$ cat src/assert_macros.svh
// Assertion helpers shared by the RTL. Both sample on the rising edge of clk.
`ifndef ASSERT_MACROS_SVH
`define ASSERT_MACROS_SVH

// Checked only while out of reset.
`define ASSERT_CLK(lbl, prop, msg) \
  lbl: assert property (@(posedge clk) disable iff (!rst_n) (prop)) else $error(msg);

// Checked at every edge, reset included.
`define ASSERT_ALWAYS(lbl, prop, msg) \
  lbl: assert property (@(posedge clk) (prop)) else $error(msg);

`endif

$ cat src/tcw_pkg.sv
`default_nettype none

package tcw_pkg;

  localparam int COLUMNS = 80;
  localparam int ROWS    = 25;
  localparam int CELLS   = ROWS * COLUMNS;
  localparam int ADDR_W  = $clog2(CELLS);
  localparam int COL_W   = $clog2(COLUMNS);
  localparam int ROW_W   = $clog2(ROWS + 1);  // holds ROWS while a scroll is pending

  localparam logic [7:0] ATTR_RESET = 8'h07;
  localparam logic [7:0] CODE_BS    = 8'd8;
  localparam logic [7:0] CODE_NL    = 8'd10;
  localparam logic [7:0] CODE_CLR   = 8'd11;
  localparam logic [7:0] CODE_SPACE = 8'h20;
  localparam logic [7:0] CODE_UNDER = 8'h5F;

  localparam logic OP_PUT  = 1'b0;
  localparam logic OP_READ = 1'b1;

  typedef struct packed {
    logic        op;
    logic [7:0]  char_code;
    logic [10:0] cell_addr;
  } in_t;

  typedef struct packed {
    logic [15:0] read_data;
    logic [6:0]  cursor_col;
    logic [4:0]  cursor_row;
  } out_t;

  typedef enum logic [3:0] {
    ST_IDLE,
    ST_EXEC,
    ST_RDWAIT,
    ST_UNDER,
    ST_CHECK,
    ST_SCR_RD,
    ST_SCR_WR,
    ST_BLANK,
    ST_CLEAR,
    ST_DONE
  } state_t;

  typedef enum logic [2:0] {
    MEM_NONE,
    MEM_PUT,
    MEM_UNDER,
    MEM_ZERO,
    MEM_BLANK,
    MEM_RD_REQ,
    MEM_RD_SCR,
    MEM_WR_SCR
  } mem_op_t;

  typedef enum logic [1:0] {
    CUR_NONE,
    CUR_STEP,
    CUR_HOME,
    CUR_BOTTOM
  } cur_op_t;

  typedef enum logic [1:0] {
    PTR_HOLD,
    PTR_ZERO,
    PTR_BOTTOM,
    PTR_INC
  } ptr_op_t;

  typedef struct packed {
    logic    capture;
    mem_op_t mem_op;
    cur_op_t cur_op;
    ptr_op_t ptr_op;
    logic    emit;
  } cmd_t;

  typedef struct packed {
    logic is_read;
    logic addr_ok;
    logic is_bs;
    logic is_nl;
    logic is_clr;
    logic col_zero;
    logic row_over;
    logic ptr_scr_last;
    logic ptr_last;
  } sts_t;

endpackage

`default_nettype wire

$ cat src/tcw_ctrl.sv
`default_nettype none

module tcw_ctrl (
  input  wire logic          clk,
  input  wire logic          rst_n,
  input  wire logic          start,
  input  wire tcw_pkg::sts_t sts,
  output tcw_pkg::cmd_t      cmd,
  output logic               busy
);

  tcw_pkg::state_t state_r, state_nxt;
  logic            has_req_r, has_req_nxt;

  // Reset lands in the clearing sweep with no request pending.
  always_ff @(posedge clk) begin
    if (!rst_n) begin
      state_r   <= tcw_pkg::ST_CLEAR;
      has_req_r <= 1'b0;
    end else begin
      state_r   <= state_nxt;
      has_req_r <= has_req_nxt;
    end
  end

  always_comb begin
    state_nxt   = state_r;
    has_req_nxt = has_req_r;
    cmd.capture = 1'b0;
    cmd.mem_op  = tcw_pkg::MEM_NONE;
    cmd.cur_op  = tcw_pkg::CUR_NONE;
    cmd.ptr_op  = tcw_pkg::PTR_HOLD;
    cmd.emit    = 1'b0;

    unique case (state_r)
      tcw_pkg::ST_IDLE: begin
        if (start) begin
          cmd.capture = 1'b1;
          has_req_nxt = 1'b1;
          state_nxt   = tcw_pkg::ST_EXEC;
        end
      end
      tcw_pkg::ST_EXEC: begin
        priority if (sts.is_read) begin
          if (sts.addr_ok) begin
            cmd.mem_op = tcw_pkg::MEM_RD_REQ;
            state_nxt  = tcw_pkg::ST_RDWAIT;
          end else begin
            cmd.emit  = 1'b1;
            state_nxt = tcw_pkg::ST_IDLE;
          end
        end else if (sts.is_clr) begin
          cmd.ptr_op = tcw_pkg::PTR_ZERO;
          cmd.cur_op = tcw_pkg::CUR_HOME;
          state_nxt  = tcw_pkg::ST_CLEAR;
        end else if (sts.is_bs) begin
          if (sts.col_zero) begin
            cmd.emit  = 1'b1;
            state_nxt = tcw_pkg::ST_IDLE;
          end else begin
            cmd.mem_op = tcw_pkg::MEM_PUT;
            state_nxt  = tcw_pkg::ST_UNDER;
          end
        end else begin
          cmd.mem_op = tcw_pkg::MEM_PUT;
          cmd.cur_op = tcw_pkg::CUR_STEP;
          state_nxt  = tcw_pkg::ST_CHECK;
        end
      end
      tcw_pkg::ST_RDWAIT: begin
        cmd.emit  = 1'b1;
        state_nxt = tcw_pkg::ST_IDLE;
      end
      tcw_pkg::ST_UNDER: begin
        cmd.mem_op = tcw_pkg::MEM_UNDER;
        cmd.cur_op = tcw_pkg::CUR_STEP;
        state_nxt  = tcw_pkg::ST_DONE;
      end
      tcw_pkg::ST_CHECK: begin
        if (sts.row_over) begin
          cmd.ptr_op = tcw_pkg::PTR_ZERO;
          state_nxt  = tcw_pkg::ST_SCR_RD;
        end else begin
          cmd.emit  = 1'b1;
          state_nxt = tcw_pkg::ST_IDLE;
        end
      end
      tcw_pkg::ST_SCR_RD: begin
        cmd.mem_op = tcw_pkg::MEM_RD_SCR;
        state_nxt  = tcw_pkg::ST_SCR_WR;
      end
      tcw_pkg::ST_SCR_WR: begin
        cmd.mem_op = tcw_pkg::MEM_WR_SCR;
        if (sts.ptr_scr_last) begin
          cmd.ptr_op = tcw_pkg::PTR_BOTTOM;
          state_nxt  = tcw_pkg::ST_BLANK;
        end else begin
          cmd.ptr_op = tcw_pkg::PTR_INC;
          state_nxt  = tcw_pkg::ST_SCR_RD;
        end
      end
      tcw_pkg::ST_BLANK: begin
        cmd.mem_op = tcw_pkg::MEM_BLANK;
        if (sts.ptr_last) begin
          cmd.cur_op = tcw_pkg::CUR_BOTTOM;
          state_nxt  = tcw_pkg::ST_DONE;
        end else begin
          cmd.ptr_op = tcw_pkg::PTR_INC;
        end
      end
      tcw_pkg::ST_CLEAR: begin
        cmd.mem_op = tcw_pkg::MEM_ZERO;
        if (sts.ptr_last) begin
          state_nxt = has_req_r ? tcw_pkg::ST_DONE : tcw_pkg::ST_IDLE;
        end else begin
          cmd.ptr_op = tcw_pkg::PTR_INC;
        end
      end
      tcw_pkg::ST_DONE: begin
        cmd.emit  = 1'b1;
        state_nxt = tcw_pkg::ST_IDLE;
      end
      default: begin
        state_nxt = tcw_pkg::ST_IDLE;
      end
    endcase

    if (cmd.emit) begin
      has_req_nxt = 1'b0;
    end
  end

  assign busy = (state_r != tcw_pkg::ST_IDLE);

endmodule

`default_nettype wire

$ cat config.mk
export PLATFORM = sky130hd
export DESIGN_NAME = tcw_ctrl
export DESIGN_NICKNAME = d
export VERILOG_FILES = /design/src/assert_macros.svh /design/src/tcw_pkg.sv /design/src/tcw_ctrl.sv
export SDC_FILE = /design/constraint.sdc
export NUM_CORES = 1
export LEC_CHECK = 0
export ABC_CLOCK_PERIOD_IN_PS = 2500
export BUFFER_PORTS_ARGS = -buffer_cell sky130_fd_sc_hd__clkbuf_2
export CAP_MARGIN = 0
export CORE_AREA = 4 4 41 43
export CTS_CLUSTER_SIZE = 10
export DETAILED_ROUTE_END_ITERATION = 6
export DIE_AREA = 0 0 45 47
export PLACE_DENSITY_LB_ADDON = 0.3
export SLEW_MARGIN = 20
export SYNTH_ARGS = -nofsm -noshare
export SYNTH_HDL_FRONTEND = slang
export SYNTH_SLANG_ARGS = --single-unit
$ cat constraint.sdc
create_clock -name clk -period 2.5 [get_ports clk]
set_input_delay 0.125 -clock clk [delete_from_list [all_inputs] [get_ports clk]]
set_output_delay 0.125 -clock clk [all_outputs]
set_load 0.005 [all_outputs]
; Yosys cells after proc, flatten, opt, wreduce, memory -nomap -nowiden
; Index checks and enable logic that the tools add are counted.
[classes]
n_bitwise = 1
n_reduce_logical = 7
n_eq_ne = 12
n_mux = 37
[ops]
columns = operator, n
row1 = 4-bit one-hot mux with 8 select lines, 1
row2 = 4-bit two-way mux, 7
row3 = 3-bit one-hot mux with 6 select lines, 1
row4 = "4-bit by 3-bit == test with 1-bit output, second input constant", 4
row5 = 1-bit two-way mux, 15
row6 = 2-bit two-way mux, 6
row7 = 3-bit two-way mux, 4
row8 = "4-bit by 2-bit == test with 1-bit output, second input constant", 2
row9 = "4-bit == test, second input constant", 2
row10 = 2-bit one-hot mux with 4 select lines, 1
row11 = "2-bit != test, second input constant", 3
row12 = 2-bit one-hot mux with 3 select lines, 1
row13 = 2-bit OR reduction, 3
row14 = "4-bit by 1-bit == test with 1-bit output, second input constant", 1
row15 = 4-bit logical NOT, 1
row16 = 4-bit nonzero test, 1
row17 = 1-bit one-hot mux with 3 select lines, 1
row18 = 3-bit AND reduction, 1
row19 = 2-bit AND reduction, 1
row20 = 1-bit NOT, 1
[totals]
regBits = 5
input_bits = 12
output_inout_bits = 10
elab_cells = 59

; Logic depth before layout (Yosys ltp)
; Gate-level depths: netlist of run 1.
[depth]
ltp_word = 6
mapped_depth = 6
depth_no_buf = 4

; Least setup slack after synthesis of run 1
; Ideal clock, no wire load.
[synth_path]
path_kind = flip-flop to flip-flop
startpoint = register state_r[1]
endpoint = register state_r[0]
t_required_ns = 2.441
setup_ns = 0.059
path_stages_with_launch = 5
period_less_slack_ns = 1.633
n_path_buf = 0
t_arrival_ns = 1.574
setup_slack_ns = 0.867
cell_sequence = dfxtp_1 > or4b_4 > or3_4 > o221ai_2 > a41o_1
[synth_between]
elab_chain_len = 3
elab_cells_between_ends = 13
cone_classes = 10 x eq/ne / 1 x mux / 2 x reduce/logical
[synth_rtl]
columns = element, line_no
row1 = start: declaration, tcw_ctrl.sv:12  ; tcw_pkg::state_t state_r, state_nxt;
row2 = start signal: assignment, tcw_ctrl.sv:18  ; state_r <= tcw_pkg::ST_CLEAR;
row3 = start signal: assignment, tcw_ctrl.sv:21  ; state_r <= state_nxt;
row4 = "4-bit by 3-bit == test with 1-bit output, or another cell as far along", tcw_ctrl.sv:35  ; unique case (state_r)
row5 = 2-bit != test (no line), n/a
row6 = 3-bit AND reduction (no line), n/a
; Several ways; a longest one is shown, not always the timed one.
; A chain may end at the register's enable or synchronous reset.

==> results of run 1 <==
critical path, cell delays in order (launching register included):
cell and delay, ps:
dfxtp_1 450, or4b_4 590, or3_4 360, nor2_1 190
a21o_1 110, clkbuf_2 100
how the worst max path moves through the flow:
stage                from         end  slack [ps]  depth (start not counted)
3_3_place_gp   state_r[3]      cmd[3]         620                          5
6_report       state_r[3]      cmd[3]         340                          5
3_5_place_dp   state_r[3]      cmd[3]         600                          5
4_1_cts        state_r[3]      cmd[3]         340                          5
5_1_grt        state_r[3]      cmd[3]         250                          5
2_1_floorplan  state_r[1]  state_r[0]         870                          4
cells in the mapped netlist, drive strengths merged (2+ instances only):
master,n,share of area
nor2,10,0.063
nand2,8,0.050
nand2b,7,0.073
clkbuf,6,0.038
dfxtp,5,0.17
o21ai,5,0.042
nor2b,4,0.042
nor3,4,0.033
a21o,3,0.038
a21oi,3,0.025
inv,3,0.019
nand3,3,0.025
or3,3,0.040
nor4bb,2,0.033
o221ai,2,0.040
o22ai,2,0.021
flip-flops by register name, summed over array words and instances (netlist names):
register / cells
has_req_r: 1
state_r: 4
power groups by stage:
| stage | sequential [mW] | combinational, mW | clock, mW |
|---|---|---|---|
| after floorplan | 0.0896 | 0.0620 | 0 |
| after global placement | 0.0943 | 0.0926 | 0 |
| after detailed placement | 0.0944 | 0.0948 | 0 |
| after CTS | 0.0931 | 0.0950 | 0.0934 |
| after global routing | 0.0946 | 0.106 | 0.100 |
| final | 0.0935 | 0.0946 | 0.0876 |
final cells by class:
type / instances / area, um^2 / share of cell area
clock buffers: 4 / 26.28 / 0.03529
flip-flops and latches: 5 / 100.1 / 0.1345
well taps: 15 / 18.77 / 0.02521
repair buffers: 23 / 122.6 / 0.1647
multi-input cells: 74 / 465.4 / 0.6252
inverters: 3 / 11.26 / 0.01513
kinds of logic after synthesis:
family	count (synthesis)	share of synthesized area
AO/OA/AOI/OAI	27	0.3320
buffers and inverters	9	0.05636
AND/OR/NAND/NOR	47	0.4447
flip-flops	5	0.1670
through the flow:
step / setup slack, ps / cells / hold WS [ps] / total power [mW]
final: 342.7 / 124 / 144.6 / 0.2756
after global routing: 254.4 / 124 / 139.3 / 0.3010
after global placement: 619.6 / 120 / 376.9 / 0.1869
after detailed placement: 598.9 / 120 / 385.5 / 0.1893
after floorplan: 866.5 / 88 / 203.6 / 0.1516
after CTS: 338.4 / 124 / 137.8 / 0.2816
per-layer routing:
layer	global-route usage	share of wire
met5	0	0
met4	0.08772	0
met3	0.003831	0.070
met2	0.2910	0.49
met1	0.2323	0.44
==> out/results.tsv, run 1 <==
metric	value	unit
status	complete, no violations	
io_pins	22	
min-delay-start	rst_n	
placement.io_buffers	20	
r2r_setup_slack	670	ps
antennaDiodeCount	0	
areaGrowthSynthToFinish	24.22	%
grt_overflow_total	0	
start_util	0.4606	
timing.final.crit_share	0.8629	
ys_ff_latch	5	
swShare	0.3107	
core-area	1301	um^2
r2r_end	state_r[0]	
htree_levels	1	
crit_path_start_kind	flip-flop	
yosysSeqAreaShare	0.1670	
final_cell_mix	clkbuf_2, nor2_1, nand2_1	
min_period	2157	ps
grt_pass1_vias	677	
cap_violations	0	
drtIter0Drc	17	
clock_path_buffers	2	
nNetsFinal	122	
final_common_cell	clkbuf_2	
rr_worst_depth	4	
place_hpwl	1297	um
p_leak	0.3339	nW
cts_hold_buf	0	
synth_cells	88	
holdPathStages	2	
wl	1702	um
antenna_found_initial	0	
clock_latency	230	ps
viasPerCell	5.839	
required	2380	ps
num_rows	13	
clk_pin_slew	40	ps
grt_util_all_layers	0.1747	
wl_per_cell	13.73	um
ys.flop_type	dfxtp_1	
setup_viol_count_final	0	
syn_area	599.3	um^2
worstHoldEndpoint	state_r[3]	
place_congestion	0.8443	
tightest_slew	472.0	ps
drc	0	
seqPwrFrac	0.339	
grt_max_degree	22	
fill_cells	136	
p_per_area	370.3	nW/um^2
intPower	190.0	uW
setup-tns-final	0	ps
root_buffer	clkbuf_4	
path_max_fanout	14	
post_dp_cell_area	718.2	um^2
antenna_left	0	
synth_area_per_cell	6.811	um^2
vias	724	
combinationalPowerShare	0.343	
dr.pass1.iters	4	
postCtsSetupRepairBufs	0	
finClkSkew	0.4588	ps
synth_warnings	0	
die-area	2115	um^2
drive_gt1_frac	0.2752	
rsz0062_at_grt	no	
async_reset_ff_frac	0	
end_kind	output pin	
grt_first_pass_wirelength	2732	um
relSlewSlack	0.6849	
synth_cell_types	36	
cts_tree	built	
slew_viol_final	0	
r2r-start	state_r[3]	
fmax	463.5	MHz
ctsResizeCount	0	
cts_made_buffers	3	
path_class	reg2out	
synth_enable_flop_cells	0	
min_path_type	in2reg	
syn-num-nets	100	
fin_area	744.5	um^2
ir_worst_vdd	0.0002763	V
final_util	0.5721	
worst_ep_arrival_time	2030	ps
switchingPower	85.65	uW
cts_sinks	5	
die_width	45	um
pwr-share-clk	0.318	
die_y	47	um
hold_viol	0	
(Power assumes the default switching activity.)
==> run 2: changes to the inputs <==
--- a/config.mk
+++ b/config.mk
@@ -13,6 +13,7 @@
 export DETAILED_ROUTE_END_ITERATION = 6
 export DIE_AREA = 0 0 45 47
 export PLACE_DENSITY_LB_ADDON = 0.3
+export REMOVE_ABC_BUFFERS = 1
 export SLEW_MARGIN = 20
 export SYNTH_ARGS = -nofsm -noshare
 export SYNTH_HDL_FRONTEND = slang
==> out/results.tsv, run 2 (synthesis results as in run 1) <==
metric	value	unit	change
rsz0062_at_grt	no		
setup-tns-final	0	ps	unchanged
tightest_slew	535.7	ps	+63.78 ps
path_buf_inv	1		unchanged
start_util	0.4606		unchanged
core-area	1301	um^2	unchanged
timing.final.crit_share	0.8643		+0.001440
grt_pass1_vias	635		-6.2%
startpoint	state_r[2]		
drive_gt1_frac	0.2685		-0.006711
worstSetupEndpoint	cmd[3]		
grt_first_pass_wirelength	2546	um	-6.8%
cts_tree	built		
slew_viol_final	0		unchanged
r2r_end	state_r[0]		
ir_worst_vdd	0.0002209	V	-20%
slowest_delay	570	ps	-20 ps
finClkSkew	0.6130	ps	+0.1542 ps
final_common_cell	clkbuf_2		
die-area	2115	um^2	unchanged
grt_max_degree	22		unchanged
grt_overflow_total	0		unchanged
drc	0		unchanged
areaGrowthSynthToFinish	22.96	%	
critical_path.top_delay_family	simple AND/OR/NAND/NOR gates		
fin_hold_ws	123.4	ps	-21.19 ps
relSlewSlack	0.6424		-0.04258
top_register	state_r		
fmax	462.8	MHz	-0.17%
setup_viol_count_final	0		unchanged
antenna_found_initial	0		unchanged
cp_slowest_cell	or4b_4		
required	2380	ps	about the same
nNetsFinal	121		-0.82%
die_y	47	um	unchanged
antenna_left	0		unchanged
antennaDiodeCount	0		unchanged
place_congestion	0.8783		+4.0%
postCtsSetupRepairBufs	0		unchanged
wl_per_cell	12.68	um	-7.6%
clk_pin_slew	40	ps	about the same
p_leak	0.3284	nW	-1.6%
place_hpwl	1227	um	-5.4%
largestRegisters	state_r x4, has_req_r x1		
clock_latency	230	ps	about the same
fill_cells	136		unchanged
cts_hold_buf	0		unchanged
dr.pass1.iters	4		unchanged
htree_levels	1		unchanged
worst_ep_arrival_time	2040	ps	about the same
final_cell_mix	clkbuf_2, nor2_1, nand2_1		
end_kind	output pin		
wl	1560	um	-8.3%
r2r-start	state_r[2]		
path_cells	or4b_4 -> or3_4 -> nor2_1 -> a21o_1 -> clkbuf_2		
ctsResizeCount	0		unchanged
fin_total_pwr	275.6	uW	about the same
crit_cells	5		unchanged
min_path_type	in2reg		
cts_made_buffers	3		unchanged
cts_sinks	5		unchanged
drtIter0Drc	16		-1
vias	751		+3.7%
largest_reg_flops	4		unchanged
grt_util_all_layers	0.1652		-0.009486
placement.io_buffers	20		unchanged
holdPathStages	2		unchanged
viasPerCell	6.106		+4.6%
io_pins	22		unchanged
clock_path_buffers	2		unchanged
path_max_fanout	18		+4
die_width	45	um	unchanged
num_rows	13		unchanged
crit_path_start_kind	flip-flop		
min_period	2161	ps	+3.601 ps
cap_violations	0		unchanged
status	complete, no violations		
p_per_area	373.9	nW/um^2	+0.99%
rr_worst_depth	4		unchanged
path_class	reg2out		
root_buffer	clkbuf_4		
r2r_setup_slack	670	ps	about the same
hold_viol	0		unchanged
## run 2: cell types whose count changed in the layout (fill, tap and decap cells not counted), sizes merged
cell,before,now
buf,3,2
## run 2: area by class of cell
class                           count  area, um^2  share of cell area
Multi-Input combinational cell     74       465.4              0.6316
Timing Repair Buffer               22       115.1              0.1562
Sequential cell                     5       100.1              0.1358
Clock buffer                        4       26.28             0.03565
Tap cell                           15       18.77             0.02547
Inverter                            3       11.26             0.01528
## run 2: worst reg2reg max path, delay by kind of cell, from the launching register on
family             cells  cell delay [ps]
AOI/OAI and AO/OA      2              370
DFF                    1              470
and+or+nand+nor        2              940
## run 2: through the flow
stage / std cells / worst slack (ps) / util / area [um^2]
after floorplan: 82 / 645.5 / - / 576.8
after global placement: 119 / 614.7 / 0.5462 / 710.7
after detailed placement: 119 / 615.7 / 0.5462 / 710.7
after CTS: 123 / 353.3 / 0.5663 / 737.0
after global routing: 123 / 225.7 / 0.5663 / 737.0
final: 123 / 339.1 / 0.5663 / 737.0
## run 2: where the power goes
part,total [mW],internal (mW),switching (mW)
registers,0.0933,0.0850,0.00824
clock network,0.0891,0.0601,0.0290
logic,0.0932,0.0448,0.0483
## run 2: routing by layer
layer	track usage	up-vias	wire length (um)
li1	-	371	-
met1	0.2141	351	656
met2	0.2514	29	770
met3	0.03448	0	133
met4	0.09942	0	0
met5	0	-	0
## run 2: how the worst min path moves through the flow
stage | start | endpoint | slack, ps
global placement | rst_n | state_r[3] | 380
floorplan | rst_n | state_r[3] | 200
finish | rst_n | state_r[3] | 120
CTS | rst_n | state_r[3] | 120
global route | rst_n | state_r[3] | 140
detailed placement | rst_n | state_r[3] | 370
